`src/hdl/tpr_pkg.sv`:
```
`timescale 1ns / 1ps
package tpr_pkg;

  localparam int SAMPLE_WIDTH    = 16;
  localparam int ANGLE_FRAC_BITS = 8;
  localparam int CORDIC_STEPS    = 16;
  localparam int GUARD_BITS      = 31 - SAMPLE_WIDTH;
  localparam int TABLE_LEN       = 24;
  localparam int TABLE_FRAC      = 24;
  localparam int ANGLE_W         = 16;
  localparam int MAG_W           = SAMPLE_WIDTH + 1;
  localparam int SUM_W           = 2 * SAMPLE_WIDTH;
  localparam int ROOT_W          = SAMPLE_WIDTH + GUARD_BITS;
  localparam int REM_W           = 2 * ROOT_W + 2;
  localparam int CW              = ROOT_W + 5;
  localparam int ZW              = 34;
  localparam int FULL_ANGLE      = 90 * (2 ** ANGLE_FRAC_BITS);

  typedef struct packed {
    logic signed [SAMPLE_WIDTH-1:0] accel_x;
    logic signed [SAMPLE_WIDTH-1:0] accel_y;
    logic signed [SAMPLE_WIDTH-1:0] accel_z;
  } tpr_in_t;

  typedef struct packed {
    logic signed [ANGLE_W-1:0] pitch_angle;
    logic signed [ANGLE_W-1:0] roll_angle;
    logic                      pitch_undefined;
    logic                      roll_undefined;
  } tpr_out_t;

  // per-angle sideband that rides along the pipeline
  typedef struct packed {
    logic neg;
    logic num_zero;
    logic den_zero;
  } tpr_side_t;

  // atan(2^-i) in degrees scaled by 2^24
  function automatic logic signed [ZW-1:0] atan_deg(input int i);
    logic signed [ZW-1:0] v;
    unique case (i)
      0:  v = ZW'(754974720);
      1:  v = ZW'(445687602);
      2:  v = ZW'(235489088);
      3:  v = ZW'(119537938);
      4:  v = ZW'(60000934);
      5:  v = ZW'(30029717);
      6:  v = ZW'(15018523);
      7:  v = ZW'(7509720);
      8:  v = ZW'(3754917);
      9:  v = ZW'(1877466);
      10: v = ZW'(938734);
      11: v = ZW'(469367);
      12: v = ZW'(234684);
      13: v = ZW'(117342);
      14: v = ZW'(58671);
      15: v = ZW'(29335);
      16: v = ZW'(14668);
      17: v = ZW'(7334);
      18: v = ZW'(3667);
      19: v = ZW'(1833);
      20: v = ZW'(917);
      21: v = ZW'(458);
      22: v = ZW'(229);
      23: v = ZW'(115);
      default: v = '0;
    endcase
    return v;
  endfunction

endpackage

```
`src/hdl/tpr_isqrt.sv`:
```
`timescale 1ns / 1ps
module tpr_isqrt (
  input  logic                          clk,
  input  logic                          rst_n,
  input  logic                          in_valid,
  input  logic [tpr_pkg::SUM_W-1:0]     in_sum,
  input  logic [tpr_pkg::MAG_W-1:0]     in_mag,
  input  tpr_pkg::tpr_side_t            in_side,
  output logic                          out_valid,
  output logic [tpr_pkg::ROOT_W-1:0]    out_root,
  output logic [tpr_pkg::MAG_W-1:0]     out_mag,
  output tpr_pkg::tpr_side_t            out_side
);

  localparam int RW = tpr_pkg::ROOT_W;
  localparam int MW = tpr_pkg::REM_W;

  logic [MW-1:0]               rem_s  [RW+1];
  logic [RW-1:0]               root_s [RW+1];
  logic [tpr_pkg::MAG_W-1:0]   mag_s  [RW+1];
  tpr_pkg::tpr_side_t          side_s [RW+1];
  logic                        vld_s  [RW+1];

  // radicand is the sum scaled by the guard bits
  assign rem_s[0]  = MW'(in_sum) << (2 * tpr_pkg::GUARD_BITS);
  assign root_s[0] = '0;
  assign mag_s[0]  = in_mag;
  assign side_s[0] = in_side;
  assign vld_s[0]  = in_valid;

  // one root bit per stage, most significant first
  for (genvar s = 0; s < RW; s++) begin : g_stage
    localparam int K = RW - 1 - s;
    logic [MW-1:0] trial;
    logic          take;

    assign trial = (MW'(root_s[s]) << (K + 1)) | (MW'(1) << (2 * K));
    assign take  = (rem_s[s] >= trial);

    always_ff @(posedge clk) begin
      if (!rst_n) begin
        vld_s[s+1] <= 1'b0;
      end else begin
        vld_s[s+1] <= vld_s[s];
      end
    end

    always_ff @(posedge clk) begin
      rem_s[s+1]  <= take ? rem_s[s] - trial : rem_s[s];
      root_s[s+1] <= take ? (root_s[s] | (RW'(1) << K)) : root_s[s];
      mag_s[s+1]  <= mag_s[s];
      side_s[s+1] <= side_s[s];
    end
  end

  assign out_valid = vld_s[RW];
  assign out_root  = root_s[RW];
  assign out_mag   = mag_s[RW];
  assign out_side  = side_s[RW];

endmodule

```
`config.mk`:
```
export PLATFORM = sky130hd
export DESIGN_NAME = tpr_isqrt
export DESIGN_NICKNAME = d
export VERILOG_FILES = /design/src/hdl/tpr_pkg.sv /design/src/hdl/tpr_isqrt.sv
export SDC_FILE = /design/constraint.sdc
export NUM_CORES = 2
export LEC_CHECK = 0
export BUFFER_PORTS_ARGS = -buffer_cell sky130_fd_sc_hd__clkbuf_2
export CAP_MARGIN = 5
export CORE_ASPECT_RATIO = 1.5
export CORE_UTILIZATION = 35
export CTS_BUF_LIST = sky130_fd_sc_hd__clkbuf_4
export DETAILED_ROUTE_END_ITERATION = 6
export GPL_ROUTABILITY_DRIVEN = 0
export PLACE_DENSITY_LB_ADDON = 0.25
export SLEW_MARGIN = 10
export SYNTH_ARGS = -nofsm -noshare
export SYNTH_HDL_FRONTEND = slang
export SYNTH_SLANG_ARGS = --single-unit
```
`constraint.sdc`:
```
create_clock -name clk -period 10.1 [get_ports clk]
set_input_delay 0.505 -clock clk [delete_from_list [all_inputs] [get_ports clk]]
set_output_delay 0.505 -clock clk [all_outputs]
set_load 0.01 [all_outputs]
```
==> impl_metrics.json <==
{
  "status": "finished with violations",
  "violations": "DRC",
  "syn-cell-area_um2": 88200,
  "p_total_w": 0.0265,
  "yosysUniqueCellTypes": 102,
  "dr.pass1.iters": 7,
  "dieHeight_um": 617,
  "multi_input_area_um2": 37700,
  "grt_pass1_vias": 67400,
  "die_w_um": 412,
  "synth.area.top_cells": "dfxtp_1 (54%), ha_1 (7.0%), xnor2_1 (4.2%)",
  "grt_max_degree": 56,
  "path_class": "reg -> reg",
  "drc": 1,
  "syn_avg_cell_area_um2": 10.0,
  "power.density_nw_per_um2": 264,
  "fin_skew_ns": 0.205,
  "synth_edf_count": 0,
  "wire_per_inst_um": 15.5,
  "tritoncts": "built",
  "grt_usage_pct": 15.7,
  "cts_resized": 0,
  "path_cells": "ha_1 -> inv_1 -> fa_1 -> nor2b_1 -> o31a_1 -> nor2_1 -> o311ai_0 -> o211ai_1 -> and4_1 -> or2_2 -> buf_4 -> inv_1 -> mux2_2",
  "min_path_cells": 0,
  "slew_violations": 0,
  "required_ns": 11.28,
  "initial_utilization_pct": 35.2,
  "worstHoldPathType": "reg -> reg",
  "vias": 63800,
  "die_area_um2": 254000,
  "rows": 225,
  "design_area_um2": 101000,
  "root_buffer": "clkbuf_4",
  "fin_setup_tns_ns": 0,
  "post_drt_via_cell_ratio": 4.86,
  "cts_setup_buffers": 0,
  "cts_buffers": 575,
  "worstSkewPairLatency_ns": 1.30,
  "clkSinkCount": 2362,
  "place_area_um2": 92300,
  "area_growth_pct": 13.9,
  "antenna_found_initial": 15,
  "cp-end-kind": "flip-flop",
  "rsz0062_at_grt": "no",
  "cts_max_path_buffers": 4,
  "ir_worst_vdd_mv": 0.141,
  "yosysTopAreaCell": "dfxtp_1",
  "max_freq_ghz": 0.208,
  "ys_async_sr_fraction_pct": 0,
  "slowest_delay_ns": 1.00,
  "path_clk_slew_ns": 0.07,
  "synth_cells": 8798,
  "p_leak_nw": 46.1,
  "cp.arrival_ns": 5.98,
  "most-common-layout-cells": "dfxtp_1 (2,362), clkbuf_4 (783), nand2_1 (650)",
  "layout_commonest_cell": "dfxtp_1",
  "r2r_cells": 13,
  "regArea_um2": 47300,
  "path_common_cell": "inv_1",
  "routed_wirelength_mm": 204,
  "drv_cap": 0,
  "seq_area_frac_synth_pct": 53.6,
  "synthFlopType": "dfxtp_1",
  "nets": 9993,
  "drt_iter0_markers": 2546,
  "ys_warn_count": 0,
  "io_pins": 107,
  "tightest_slew_ns": 1.24,
  "period_minus_slack_ns": 4.80,
  "cp_slowest_cell": "o311ai_0",
  "holdBufCountCts": 110,
  "synth_top_area_share_pct": 53.6,
  "port_buffers": 106,
  "antenna_left": 0,
  "core_area_um2": 251000,
  "htreeDepth": 6,
  "drive_gt1_share_pct": 11.5,
  "grt_pass1_wl_mm": 325,
  "max_slew_margin_pct": 17.1,
  "overflow": 0,
  "fillCellCount": 24700,
  "hpwl_mm": 155,
  "setup_viol": 0,
  "critPathLaunchType": "flip-flop",
  "syn_nets": 9363,
  "final_hold_viol_count": 0,
  "cp_max_fo": 42,
  "ys_ff_latch": 2362,
  "finalCritPeriodShare_pct": 47.5
}
layer usage:
| layer | up-vias | track usage (%) | share of wire, % |
|---|---|---|---|
| met5 | - | 0 | 0.012 |
| met4 | 4 | 12.0 | 7.3 |
| met3 | 840 | 3.10 | 3.7 |
| met2 | 1549 | 33.1 | 58 |
| met1 | 29500 | 11.9 | 31 |
| li1 | 31900 | - | - |
area by class of cell:
cell class,count,share of cell area [%]
sequential,2362,47.0
multi-input combinational,5589,37.5
clock buffer,783,5.85
tap,3291,4.10
inverter,649,2.42
timing repair buffer,251,1.88
clock inverter,182,1.18
antenna,8,0.0199
power by group:
part | switching [W] | total, W | internal (W)
clock | 0.00364 | 0.00761 | 0.00398
sequential | 0.00163 | 0.0129 | 0.0113
combinational | 0.00334 | 0.00601 | 0.00267
total | 0.00860 | 0.0265 | 0.0179
registers in the layout, indices dropped and copies added (netlist names):
signal / count
rem_s: 1215
side_s: 90
out_root: 31
g_stage.trial: 465
out_side: 3
out_mag: 17
mag_s: 510
vld_s: 30
out_valid: 1
cell families after synthesis:
kind of cell | Yosys count | share of synthesized area [%]
AO/OA/AOI/OAI | 1659 | 11.8
flip-flops | 2362 | 53.6
multiplexers | 55 | 0.704
XOR/XNOR | 830 | 8.24
buffers and inverters | 847 | 3.75
AND/OR/NAND/NOR | 2535 | 14.6
adder cells (fa/ha/maj) | 510 | 7.35
Yosys cell counts, drive strengths merged (37+ instances only):
library cell,number
a211oi,56
a21o,202
a21oi,454
a31oi,49
and2,54
and3,37
buf,48
clkbuf,150
dfxtp,2362
ha,496
inv,647
mux2,44
nand2,650
nand2b,100
nand3,159
nand4,101
nor2,551
nor2b,60
nor3,266
nor4,200
o211ai,39
o21a,82
o21ai,471
o21bai,56
o31ai,50
or3,91
or4,81
xnor2,423
xor2,407
final timing paths:
kind,startpoint,to,slack (ns)
setup / recovery,rem_s[528]$_SDFF_PP0_,rem_s[486]$_DFF_P_,5.30
hold / removal,g_stage[20].trial[26]$_DFF_P_,g_stage[21].trial[25]$_DFF_P_,0.23
setup reg to reg,rem_s[528]$_SDFF_PP0_,rem_s[486]$_DFF_P_,5.30
hold reg to reg,g_stage[20].trial[26]$_DFF_P_,g_stage[21].trial[25]$_DFF_P_,0.23
worst max-delay path: cells and delay by family (launching register included):
| kind | cells | cell delay [ns] |
|---|---|---|
| fa+ha+maj | 2 | 0.61 |
| compound gates | 3 | 1.61 |
| mux | 1 | 0.39 |
| simple gates | 4 | 0.95 |
| flops | 1 | 0.38 |
| buf+inv | 3 | 0.77 |
through the flow:
stage               hold slack [ns]  util, %  instances  setup slack [ns]
detailed placement            0.312     36.8      12000              5.19
global placement              0.309     36.8      12000              5.21
floorplan                     0.310        -       8798              6.62
CTS                          0.0397     40.1      13100              5.15
finish                        0.231     40.1      13100              5.30
global route                 0.0984     40.1      13100              5.00
Note: power is estimated with default switching activity, not from simulation.
