## config.mk

```make
export PLATFORM = sky130hd
export DESIGN_NAME = tpr_sqsum
export DESIGN_NICKNAME = d
export VERILOG_FILES = /design/src/hdl/tpr_pkg.sv /design/src/hdl/tpr_sqsum.sv
export SDC_FILE = /design/constraint.sdc
export NUM_CORES = 2
export LEC_CHECK = 0
export BUFFER_PORTS_ARGS = -buffer_cell sky130_fd_sc_hd__buf_4
export CAP_MARGIN = 20
export CORE_MARGIN = 2
export CORE_UTILIZATION = 55
export DETAILED_ROUTE_END_ITERATION = 6
export PLACE_DENSITY = 0.72
export SETUP_SLACK_MARGIN = 0.02
export SYNTH_ARGS = -nofsm -noshare
export SYNTH_HDL_FRONTEND = slang
export SYNTH_SLANG_ARGS = --single-unit
```

## constraint.sdc

```tcl
create_clock -name clk -period 6.6 [get_ports clk]
set_clock_uncertainty 0.2 [all_clocks]
set_input_delay 0.66 -clock clk [delete_from_list [all_inputs] [get_ports clk]]
set_output_delay 0.66 -clock clk [all_outputs]
set_load 0.02 [all_outputs]
```

## src/hdl/tpr_pkg.sv

```systemverilog
`timescale 1ns / 1ps
package tpr_pkg;

  localparam int SAMPLE_WIDTH    = 16;
  localparam int ANGLE_FRAC_BITS = 8;
  localparam int CORDIC_STEPS    = 16;
  localparam int GUARD_BITS      = 31 - SAMPLE_WIDTH;
  localparam int TABLE_LEN       = 24;
  localparam int TABLE_FRAC      = 24;
  localparam int ANGLE_W         = 16;
  localparam int MAG_W           = SAMPLE_WIDTH + 1;
  localparam int SUM_W           = 2 * SAMPLE_WIDTH;
  localparam int ROOT_W          = SAMPLE_WIDTH + GUARD_BITS;
  localparam int REM_W           = 2 * ROOT_W + 2;
  localparam int CW              = ROOT_W + 5;
  localparam int ZW              = 34;
  localparam int FULL_ANGLE      = 90 * (2 ** ANGLE_FRAC_BITS);

  typedef struct packed {
    logic signed [SAMPLE_WIDTH-1:0] accel_x;
    logic signed [SAMPLE_WIDTH-1:0] accel_y;
    logic signed [SAMPLE_WIDTH-1:0] accel_z;
  } tpr_in_t;

  typedef struct packed {
    logic signed [ANGLE_W-1:0] pitch_angle;
    logic signed [ANGLE_W-1:0] roll_angle;
    logic                      pitch_undefined;
    logic                      roll_undefined;
  } tpr_out_t;

  // per-angle sideband that rides along the pipeline
  typedef struct packed {
    logic neg;
    logic num_zero;
    logic den_zero;
  } tpr_side_t;

  // atan(2^-i) in degrees scaled by 2^24
  function automatic logic signed [ZW-1:0] atan_deg(input int i);
    logic signed [ZW-1:0] v;
    unique case (i)
      0:  v = ZW'(754974720);
      1:  v = ZW'(445687602);
      2:  v = ZW'(235489088);
      3:  v = ZW'(119537938);
      4:  v = ZW'(60000934);
      5:  v = ZW'(30029717);
      6:  v = ZW'(15018523);
      7:  v = ZW'(7509720);
      8:  v = ZW'(3754917);
      9:  v = ZW'(1877466);
      10: v = ZW'(938734);
      11: v = ZW'(469367);
      12: v = ZW'(234684);
      13: v = ZW'(117342);
      14: v = ZW'(58671);
      15: v = ZW'(29335);
      16: v = ZW'(14668);
      17: v = ZW'(7334);
      18: v = ZW'(3667);
      19: v = ZW'(1833);
      20: v = ZW'(917);
      21: v = ZW'(458);
      22: v = ZW'(229);
      23: v = ZW'(115);
      default: v = '0;
    endcase
    return v;
  endfunction

endpackage

```

## src/hdl/tpr_sqsum.sv

```systemverilog
`timescale 1ns / 1ps
module tpr_sqsum (
  input  logic                          clk,
  input  logic                          rst_n,
  input  logic                          in_valid,
  input  tpr_pkg::tpr_in_t              in_data,
  output logic                          out_valid,
  output logic [tpr_pkg::SUM_W-1:0]     pitch_sum,
  output logic [tpr_pkg::SUM_W-1:0]     roll_sum,
  output logic [tpr_pkg::MAG_W-1:0]     pitch_mag,
  output logic [tpr_pkg::MAG_W-1:0]     roll_mag,
  output tpr_pkg::tpr_side_t            pitch_side,
  output tpr_pkg::tpr_side_t            roll_side
);

  localparam int SW = tpr_pkg::SAMPLE_WIDTH;
  localparam int MW = tpr_pkg::MAG_W;
  localparam int QW = tpr_pkg::SUM_W;

  logic signed [MW-1:0] xe, ye;
  logic signed [QW-1:0] px, py, pz;
  logic [MW-1:0]        xm, ym;
  tpr_pkg::tpr_side_t   ps_nxt, rs_nxt;

  logic                 v1_r, v2_r;
  logic [QW-2:0]        sqx_r, sqy_r, sqz_r;
  logic [MW-1:0]        pm1_r, rm1_r, pm2_r, rm2_r;
  tpr_pkg::tpr_side_t   ps1_r, rs1_r, ps2_r, rs2_r;
  logic [QW-1:0]        psum_r, rsum_r;

  // square the axes and find magnitudes and special cases
  always_comb begin
    xe = MW'(in_data.accel_x);
    ye = MW'(in_data.accel_y);
    xm = xe[MW-1] ? MW'(-xe) : MW'(xe);
    ym = ye[MW-1] ? MW'(-ye) : MW'(ye);
    px = in_data.accel_x * in_data.accel_x;
    py = in_data.accel_y * in_data.accel_y;
    pz = in_data.accel_z * in_data.accel_z;
    ps_nxt.neg      = !in_data.accel_x[SW-1] && (in_data.accel_x != '0);
    ps_nxt.num_zero = (in_data.accel_x == '0);
    ps_nxt.den_zero = (in_data.accel_y == '0) && (in_data.accel_z == '0);
    rs_nxt.neg      = in_data.accel_y[SW-1];
    rs_nxt.num_zero = (in_data.accel_y == '0);
    rs_nxt.den_zero = (in_data.accel_x == '0) && (in_data.accel_z == '0);
  end

  always_ff @(posedge clk) begin
    if (!rst_n) begin
      v1_r <= 1'b0;
      v2_r <= 1'b0;
    end else begin
      v1_r <= in_valid;
      v2_r <= v1_r;
    end
  end

  // register squares, then add pairs
  always_ff @(posedge clk) begin
    sqx_r  <= px[QW-2:0];
    sqy_r  <= py[QW-2:0];
    sqz_r  <= pz[QW-2:0];
    pm1_r  <= xm;
    rm1_r  <= ym;
    ps1_r  <= ps_nxt;
    rs1_r  <= rs_nxt;
    psum_r <= QW'(sqy_r) + QW'(sqz_r);
    rsum_r <= QW'(sqx_r) + QW'(sqz_r);
    pm2_r  <= pm1_r;
    rm2_r  <= rm1_r;
    ps2_r  <= ps1_r;
    rs2_r  <= rs1_r;
  end

  assign out_valid  = v2_r;
  assign pitch_sum  = psum_r;
  assign roll_sum   = rsum_r;
  assign pitch_mag  = pm2_r;
  assign roll_mag   = rm2_r;
  assign pitch_side = ps2_r;
  assign roll_side  = rs2_r;

endmodule

```

==> metrics.txt <==
Bufs on Longest Clock Path 3; RSZ-0062 raised after global routing false; CP Capture Type flip-flop; first-pass GRT wire length 128000 µm; Final Cycle Share 0.919; Final ANT Viol Nets 0; Vias/cell 5.13; DRC 0; # clock sinks 234; ratio of cells with drive above 1 in the final layout 0.0943; HPWL Detailed 65600 µm; Placed Area 36800 µm²; CTS resizes 0; Cell Area, Synth 34200 µm²; hold path depth 2; Hold WC Path Type in2reg; Die Area 64100 µm²; r2r startpoint sqz_r[9]; worst skew pair latency 0.56 ns; Total Nets Final 4875; setup violators final 0; post-synthesis sequential area ratio 0.137; design area 37600 µm²; vias in the first global route 26000; Worst EP arrival 6.36 ns; Final min period 6.07 ns; Syn Nets 4675; antenna violations before repair 0; Core Util, Final 0.611; core area 61600 µm²; Die H 253 µm; Reg clk slew, reported paths 0.07 ns; vias 24000; commonest cells after routing, fill and taps aside inv_1, fa_1, ha_1; TritonCTS clock tree yes; status complete, no violations; DR WL/cell 16.3 µm; GR Util met1 0.325; drt first pass iters 5; R2R cell count 9; WHS Endpoint v1_r; number of enable flip-flop cells after synthesis 0; Post-CTS Setup Inserts 0; cells along the critical path buf_4, clkinv_1, nor2_1, fa_1, inv_1, fa_1, fa_1, inv_1, fa_1, fa_1, inv_1, fa_1, inv_1, ha_1, inv_1, o21bai_1, o21ba_2, a21oi_1, a32oi_1, a311oi_1, xor2_1; Top Usage Layer GRT met2; synthesized flop and latch total 234; cell total after placement 4623; worst hold start in_valid; startpoint types input port; Avg Cell Area, Syn 9.45 µm²; maxcap violations 0; overall routed net length 76300 µm; ys flop type dfxtp_1; Final Hold Fails 0; CTS root buf clkbuf_16; grt met3 use 0.0250; Worst path slowest cell fa_1; max-slew violation count 0; R2R setup slack 3.52 ns; Reg-to-Reg End roll_sum[22]; Num CTS Buffers 25; H-tree levels 1; Setup CP Type in2reg; global route overflow 0; Chip Width 253 µm; Worst Tran Pin Value 0.712 ns; Hold Buf Count CTS 0; cell row count 91; I/O Pins 156; f_max 0.165 GHz; ys async rst share 0; grt met2 use 0.450; area delta synth->final 10.2%; Initial Util 0.554; most common cell after layout, fill and taps aside inv_1; GRT Util Overall 0.255; GP Congestion 0.931; Ys Warns 0; PortBufs 155; worst endpoint required time 6.89 ns; CP max FO 7; Initial DRC Count 1096; Slew HR 0.524; pin count of the biggest net entering global routing 28; Mapped Cells 3613; non-filler cells, final 4668; slowest stage delay, CP 0.52 ns; most used cell, CP fa_1; Distinct cells, synth 77
## final cells by class
class,count,area (µm²)
sequential,234,4680
multi-input combinational,2288,25400
inverter,1003,3760
fill,5194,24000
clock inverter,15,123
timing repair buffer,261,1960
tap,837,1050
clock buffer,29,671
antenna,1,2.50
## cells by family after synthesis
group                    share of synthesized area
AO/OA/AOI/OAI                               0.0734
XOR/XNOR                                    0.0490
adder cells (fa/ha/maj)                      0.521
buffers and inverters                        0.120
flip-flops                                   0.137
multiplexers                               0.00158
other                                     0.000110
AND/OR/NAND/NOR                             0.0974
## sequential cells by signal, summed over array words and instances, names as in the netlist
signal / flops
rs1_r: 3
ps1_r: 3
v1_r: 1
out_valid: 1
sqy_r: 30
pitch_sum: 32
pitch_side: 3
pm1_r: 16
pitch_mag: 17
rm1_r: 16
sqx_r: 30
roll_mag: 17
roll_sum: 32
sqz_r: 30
roll_side: 3
## worst max-delay path by stage
stage                           end  slack, ns         from  depth (start not counted)
after floorplan           sqx_r[29]      -0.03  in_data[47]                         24
after global placement    sqy_r[30]       0.07  in_data[19]                         22
after detailed placement  sqy_r[29]      -0.02  in_data[17]                         21
after CTS                 sqy_r[29]       0.58  in_data[17]                         21
after global routing      sqy_r[29]       0.15  in_data[17]                         21
final                     sqy_r[29]       0.53  in_data[17]                         21
## per-layer routing
metal / up-vias / wire length, µm
met5: - / 0
met4: 0 / 3130
met3: 160 / 3560
met2: 591 / 38200
met1: 12000 / 31400
li1: 11200 / -
## critical path: cells and delay by family
family,cells,cell delay (ns)
buffers and inverters,7,0.60
AND/OR/NAND/NOR,1,0.36
XOR/XNOR,1,0.17
AO/OA/AOI/OAI,5,1.38
adder cells (fa/ha/maj),7,3.20
## per-stage QoR
step / hold WS, ns / setup slack [ns] / TNS (ns)
floorplan: 0.110 / -0.0309 / -0.0309
global placement: 0.110 / 0.0674 / 0
detailed placement: 0.113 / -0.0220 / -0.0410
CTS: 0.0815 / 0.579 / 0
global route: 0.0879 / 0.149 / 0
finish: 0.112 / 0.532 / 0
## cells in the mapped netlist, types with 12 or more instances
| cell | count | area, µm² |
|---|---|---|
| inv_1 | 997 | 3740 |
| fa_1 | 687 | 13800 |
| ha_1 | 324 | 4050 |
| nand2_1 | 268 | 1010 |
| dfxtp_1 | 234 | 4680 |
| nor2_1 | 187 | 702 |
| xnor2_1 | 139 | 1220 |
| a21oi_1 | 94 | 470 |
| and2_1 | 85 | 532 |
| clkbuf_1 | 75 | 282 |
| a21o_1 | 66 | 495 |
| xor2_1 | 52 | 455 |
| o21ai_0 | 48 | 240 |
| nor3_1 | 38 | 190 |
| nand3_1 | 29 | 145 |
| o21a_1 | 19 | 143 |
| o21ai_1 | 19 | 95.1 |
| nand2b_1 | 17 | 106 |
| nand4_1 | 17 | 106 |
| nor2b_1 | 15 | 93.8 |
| o21bai_1 | 13 | 97.6 |
| nor4_1 | 12 | 75.1 |
Power is not shown: default switching activity piles up to over one toggle a cycle in this logic, so the estimate is an artifact.
