File: src/hdl/tpr_pkg.sv
`timescale 1ns / 1ps
package tpr_pkg;

  localparam int SAMPLE_WIDTH    = 16;
  localparam int ANGLE_FRAC_BITS = 8;
  localparam int CORDIC_STEPS    = 16;
  localparam int GUARD_BITS      = 31 - SAMPLE_WIDTH;
  localparam int TABLE_LEN       = 24;
  localparam int TABLE_FRAC      = 24;
  localparam int ANGLE_W         = 16;
  localparam int MAG_W           = SAMPLE_WIDTH + 1;
  localparam int SUM_W           = 2 * SAMPLE_WIDTH;
  localparam int ROOT_W          = SAMPLE_WIDTH + GUARD_BITS;
  localparam int REM_W           = 2 * ROOT_W + 2;
  localparam int CW              = ROOT_W + 5;
  localparam int ZW              = 34;
  localparam int FULL_ANGLE      = 90 * (2 ** ANGLE_FRAC_BITS);

  typedef struct packed {
    logic signed [SAMPLE_WIDTH-1:0] accel_x;
    logic signed [SAMPLE_WIDTH-1:0] accel_y;
    logic signed [SAMPLE_WIDTH-1:0] accel_z;
  } tpr_in_t;

  typedef struct packed {
    logic signed [ANGLE_W-1:0] pitch_angle;
    logic signed [ANGLE_W-1:0] roll_angle;
    logic                      pitch_undefined;
    logic                      roll_undefined;
  } tpr_out_t;

  // per-angle sideband that rides along the pipeline
  typedef struct packed {
    logic neg;
    logic num_zero;
    logic den_zero;
  } tpr_side_t;

  // atan(2^-i) in degrees scaled by 2^24
  function automatic logic signed [ZW-1:0] atan_deg(input int i);
    logic signed [ZW-1:0] v;
    unique case (i)
      0:  v = ZW'(754974720);
      1:  v = ZW'(445687602);
      2:  v = ZW'(235489088);
      3:  v = ZW'(119537938);
      4:  v = ZW'(60000934);
      5:  v = ZW'(30029717);
      6:  v = ZW'(15018523);
      7:  v = ZW'(7509720);
      8:  v = ZW'(3754917);
      9:  v = ZW'(1877466);
      10: v = ZW'(938734);
      11: v = ZW'(469367);
      12: v = ZW'(234684);
      13: v = ZW'(117342);
      14: v = ZW'(58671);
      15: v = ZW'(29335);
      16: v = ZW'(14668);
      17: v = ZW'(7334);
      18: v = ZW'(3667);
      19: v = ZW'(1833);
      20: v = ZW'(917);
      21: v = ZW'(458);
      22: v = ZW'(229);
      23: v = ZW'(115);
      default: v = '0;
    endcase
    return v;
  endfunction

endpackage

File: src/hdl/tpr_cordic.sv
`timescale 1ns / 1ps
module tpr_cordic #(
  parameter int STEPS = tpr_pkg::CORDIC_STEPS
) (
  input  logic                              clk,
  input  logic                              rst_n,
  input  logic                              in_valid,
  input  logic [tpr_pkg::ROOT_W-1:0]        in_root,
  input  logic [tpr_pkg::MAG_W-1:0]         in_mag,
  input  tpr_pkg::tpr_side_t                in_side,
  output logic                              out_valid,
  output logic signed [tpr_pkg::ZW-1:0]     out_angle,
  output tpr_pkg::tpr_side_t                out_side
);

  localparam int CW = tpr_pkg::CW;
  localparam int ZW = tpr_pkg::ZW;

  logic signed [CW-1:0]  x_s    [STEPS+1];
  logic signed [CW-1:0]  y_s    [STEPS+1];
  logic signed [ZW-1:0]  z_s    [STEPS+1];
  tpr_pkg::tpr_side_t    side_s [STEPS+1];
  logic                  vld_s  [STEPS+1];

  // start vector: denominator on x, scaled numerator magnitude on y
  assign x_s[0]    = CW'(in_root);
  assign y_s[0]    = CW'(in_mag) << tpr_pkg::GUARD_BITS;
  assign z_s[0]    = '0;
  assign side_s[0] = in_side;
  assign vld_s[0]  = in_valid;

  // one vectoring rotation per stage
  for (genvar i = 0; i < STEPS; i++) begin : g_step
    logic signed [CW-1:0] xs, ys;

    assign xs = x_s[i] >>> i;
    assign ys = y_s[i] >>> i;

    always_ff @(posedge clk) begin
      if (!rst_n) begin
        vld_s[i+1] <= 1'b0;
      end else begin
        vld_s[i+1] <= vld_s[i];
      end
    end

    always_ff @(posedge clk) begin
      if (!y_s[i][CW-1]) begin
        x_s[i+1] <= x_s[i] + ys;
        y_s[i+1] <= y_s[i] - xs;
        z_s[i+1] <= z_s[i] + tpr_pkg::atan_deg(i);
      end else begin
        x_s[i+1] <= x_s[i] - ys;
        y_s[i+1] <= y_s[i] + xs;
        z_s[i+1] <= z_s[i] - tpr_pkg::atan_deg(i);
      end
      side_s[i+1] <= side_s[i];
    end
  end

  assign out_valid = vld_s[STEPS];
  assign out_angle = z_s[STEPS];
  assign out_side  = side_s[STEPS];

endmodule

File: config.mk
export PLATFORM = sky130hd
export DESIGN_NAME = tpr_cordic
export DESIGN_NICKNAME = d
export VERILOG_FILES = /design/src/hdl/tpr_pkg.sv /design/src/hdl/tpr_cordic.sv
export SDC_FILE = /design/constraint.sdc
export NUM_CORES = 2
export LEC_CHECK = 0
export BUFFER_PORTS_ARGS = -buffer_cell sky130_fd_sc_hd__buf_2
export CORE_MARGIN = 8
export CORE_UTILIZATION = 60
export CTS_BUF_LIST = sky130_fd_sc_hd__clkbuf_4
export DETAILED_ROUTE_END_ITERATION = 8
export MAX_ROUTING_LAYER = met4
export PLACE_DENSITY_LB_ADDON = 0.15
export SLEW_MARGIN = 20
export SYNTH_ARGS = -nofsm -noshare
export SYNTH_HDL_FRONTEND = slang
export SYNTH_SLANG_ARGS = --single-unit
File: constraint.sdc
create_clock -name clk -period 8.8 [get_ports clk]
set_input_delay 1.32 -clock clk [delete_from_list [all_inputs] [get_ports clk]]
set_output_delay 1.32 -clock clk [all_outputs]
set_load 0.05 [all_outputs]
==> flow_summary_export.csv <==
group,metric,value,unit
status,status,"completed",
floorplan,die_w,443,microns
cells_and_area,layout-drive-gt1-share,6.04,%
cells_and_area,layout_common_cells,"1483 x dfxtp_1, 1419 x ha_1, 1373 x a21oi_1",
critical_path,path_class,"reg2reg",
clocking,hold_buffers,18,
synthesis,syn_area,110000,sq um
clocking,postCtsSetupBuffers,0,
floorplan,start_util,60.1,%
sta,post-route-period-util,60.0,%
sta,maxSlewHeadroom,31.2,%
sta,holdWs,133,ps
synthesis,synth_warnings,0,
floorplan,core,182000,sq um
route,drt_wl_total,308,mm
critical_path,regToRegSetupSlack,3520,ps
route,drtIter0Drc,6951,
floorplan,num_rows,157,
route,drt-wirelength-per-cell,19.2,microns
place,hpwl,248,mm
clocking,worstSkewPairLatency,1420,ps
cells_and_area,mostFrequentLayoutCell,"dfxtp_1",
synthesis,ys_types,93,
clocking,ctsHtreeMaxLevel,5,
place,gp_congestion,1.00,
sta,tightest_slew,1010,ps
cells_and_area,instances_no_fill,16000,
global_routing,grt_antenna_before_repair,5,
clocking,clk_pin_slew,70,ps
place,io_buffers,90,
sta,clock_skew,103,ps
critical_path,r2r-start,"g_step[5].ys[4]",
critical_path,path_max_fanout,5,
place,post-place-cells,15300,
critical_path,crit_path_start,"g_step[5].ys[4]",
sta,fin_setup_tns,0,ps
sta,finalSetupViolations,0,
synthesis,async_flop_share,0,%
route,remaining_drc_errors,0,
floorplan,io_pins,92,
hold_path,hold_end,"g_step[1].xs[1]",
cells_and_area,syn_to_final_growth,7.18,%
critical_path,arrival,6590,ps
clocking,clk_path_buf_depth,4,
hold_path,hold_depth,1,
global_routing,grt-ovfl-total,0,
synthesis,ys.flop_type,"dfxtp_1",
global_routing,grt_pass1_wl,486,mm
clocking,postCtsResizedCells,0,
synthesis,synth-seq-cells,1496,
place,dpl_cell_area,112000,sq um
flow_run,cap_violations,0,
floorplan,fp.dieH,443,microns
clocking,tritoncts,"built",
floorplan,die-area,197000,sq um
synthesis,syn_area_per_cell,8.43,sq um
synthesis,syn_inst,13000,
clocking,cts_root_buf,"clkbuf_4",
global_routing,track_usage,30.6,%
global_routing,grt_pass1_vias,92900,
sta,rsz0062_at_grt,"false",
hold_path,hp-class,"in2reg",
global_routing,grt_max_degree,79,
critical_path,endpoint_kind,"flip-flop",
route,num_vias,95500,
clocking,clock-sinks,1496,
sta,final_max_slew_viol_count,0,
sta,fmax,189,MHz
cells_and_area,fillers,15800,
hold_path,hp-start,"in_root[2]",
critical_path,critPathLaunchType,"flip-flop",
route,detail-route-antenna-nets,0,
synthesis,synthesis.nets,14500,
route,avgViaCountPerCell,5.97,
sta,finalHoldViolations,0,
cells_and_area,stdcell_area,117000,sq um
critical_path,reg2reg_to,"g_step[6].xs[26]",
sta,min_period,5280,ps
route,dr.pass1.iters,5,
cells_and_area,nets,14800,
synthesis,ys_seq_area_share,27.3,%
synthesis,synth_edf_count,0,
clocking,cts_buffers,397,
critical_path,required,10100,ps
critical_path,reg2reg_depth,22,
[worst max path at each step]
stage                             end  slack, ps  depth (start not counted)
global route        g_step[12].ys[23]       2960                         19
finish               g_step[6].xs[26]       3520                         22
floorplan           g_step[12].ys[22]       4260                         16
detailed placement  g_step[12].ys[23]       3320                         19
global placement    g_step[12].ys[23]       3390                         19
CTS                 g_step[12].ys[23]       3260                         19
[critical path, stage by stage (launching register included)]
cell	delay, ps
dfxtp_1	350
nor3_1	320
nand2b_1	160
nor4_1	460
nand2_1	150
nor4_1	670
nand2_1	230
nor2_1	140
nor2_1	60
xnor2_1	150
ha_1	280
inv_1	140
nor2_1	120
a31oi_1	160
o21ai_0	130
nand3_1	110
o2111ai_1	140
a21oi_1	210
nor2_1	70
a2111oi_1	650
o21bai_1	130
a21oi_1	200
xnor2_1	150
[cell type report]
cell class	count	area (sq um)	share of cell area, %
Timing Repair Buffer	134	826	0.703
Tap cell	2385	2980	2.54
Inverter	566	2120	1.81
Multi-Input combinational cell	10700	76600	65.3
Clock buffer	525	3940	3.36
Sequential cell	1496	30000	25.5
Clock inverter	150	948	0.807
Antenna cell	11	27.5	0.0234
[kinds of logic after synthesis]
logic type               Yosys count  synth area share, %
XOR/XNOR                        1886                 15.1
multiplexers                      63                0.623
AO/OA/AOI/OAI                   3848                 22.3
adder cells (fa/ha/maj)         1454                 16.8
AND/OR/NAND/NOR                 3484                 15.1
flip-flops                      1496                 27.3
other                              1              0.00342
buffers and inverters            763                 2.75
[cells in the mapped netlist, types with 35 or more instances]
| cell type | number | area, sq um |
|---|---|---|
| o211ai_1 | 49 | 368 |
| nand2b_1 | 208 | 1300 |
| o41ai_1 | 46 | 403 |
| a31oi_1 | 150 | 938 |
| clkbuf_1 | 132 | 495 |
| buf_4 | 38 | 285 |
| a21o_1 | 665 | 4990 |
| and2_1 | 98 | 613 |
| a21boi_0 | 54 | 405 |
| ha_1 | 1419 | 17800 |
| xnor2_1 | 1198 | 10500 |
| o21bai_1 | 163 | 1220 |
| mux2_2 | 42 | 473 |
| fa_1 | 35 | 701 |
| dfxtp_1 | 1496 | 29900 |
| and3_1 | 85 | 532 |
| xor2_1 | 688 | 6030 |
| nor2b_1 | 216 | 1350 |
| a211oi_1 | 100 | 751 |
| inv_1 | 560 | 2100 |
| a21oi_1 | 1373 | 6870 |
| nor3_1 | 329 | 1650 |
| or3_1 | 63 | 394 |
| nand4_1 | 84 | 526 |
| o31ai_1 | 47 | 353 |
| nor4_1 | 105 | 657 |
| nand2_1 | 628 | 2360 |
| o21a_1 | 229 | 1720 |
| or4_1 | 40 | 300 |
| nand3_1 | 192 | 961 |
| o21ai_0 | 601 | 3010 |
| nor2_1 | 1312 | 4920 |
[sequential cells by signal, summed over array words and instances, names as in the netlist]
signal,count
z_s,414
g_step.xs,395
side_s,45
out_angle,33
g_step.ys,395
out_valid,1
out_side,3
vld_s,15
x_s,90
y_s,105
[layer usage]
metal	global-route usage (%)	vias up	routed length, microns
met4	16.3	0	17800
met3	4.28	875	16200
met2	51.4	2965	145000
met1	35.6	44300	129000
li1	-	47300	-
met5	-	-	0
[per-stage QoR]
step | worst slack [ps] | utilization (%)
2_1_floorplan | 4260 | -
3_3_place_gp | 3390 | 61.6
3_5_place_dp | 3320 | 61.6
4_1_cts | 3260 | 64.4
5_1_grt | 2960 | 64.4
6_report | 3520 | 64.4
Power is not shown: default switching activity piles up to over one toggle a cycle in this logic, so the estimate is an artifact.
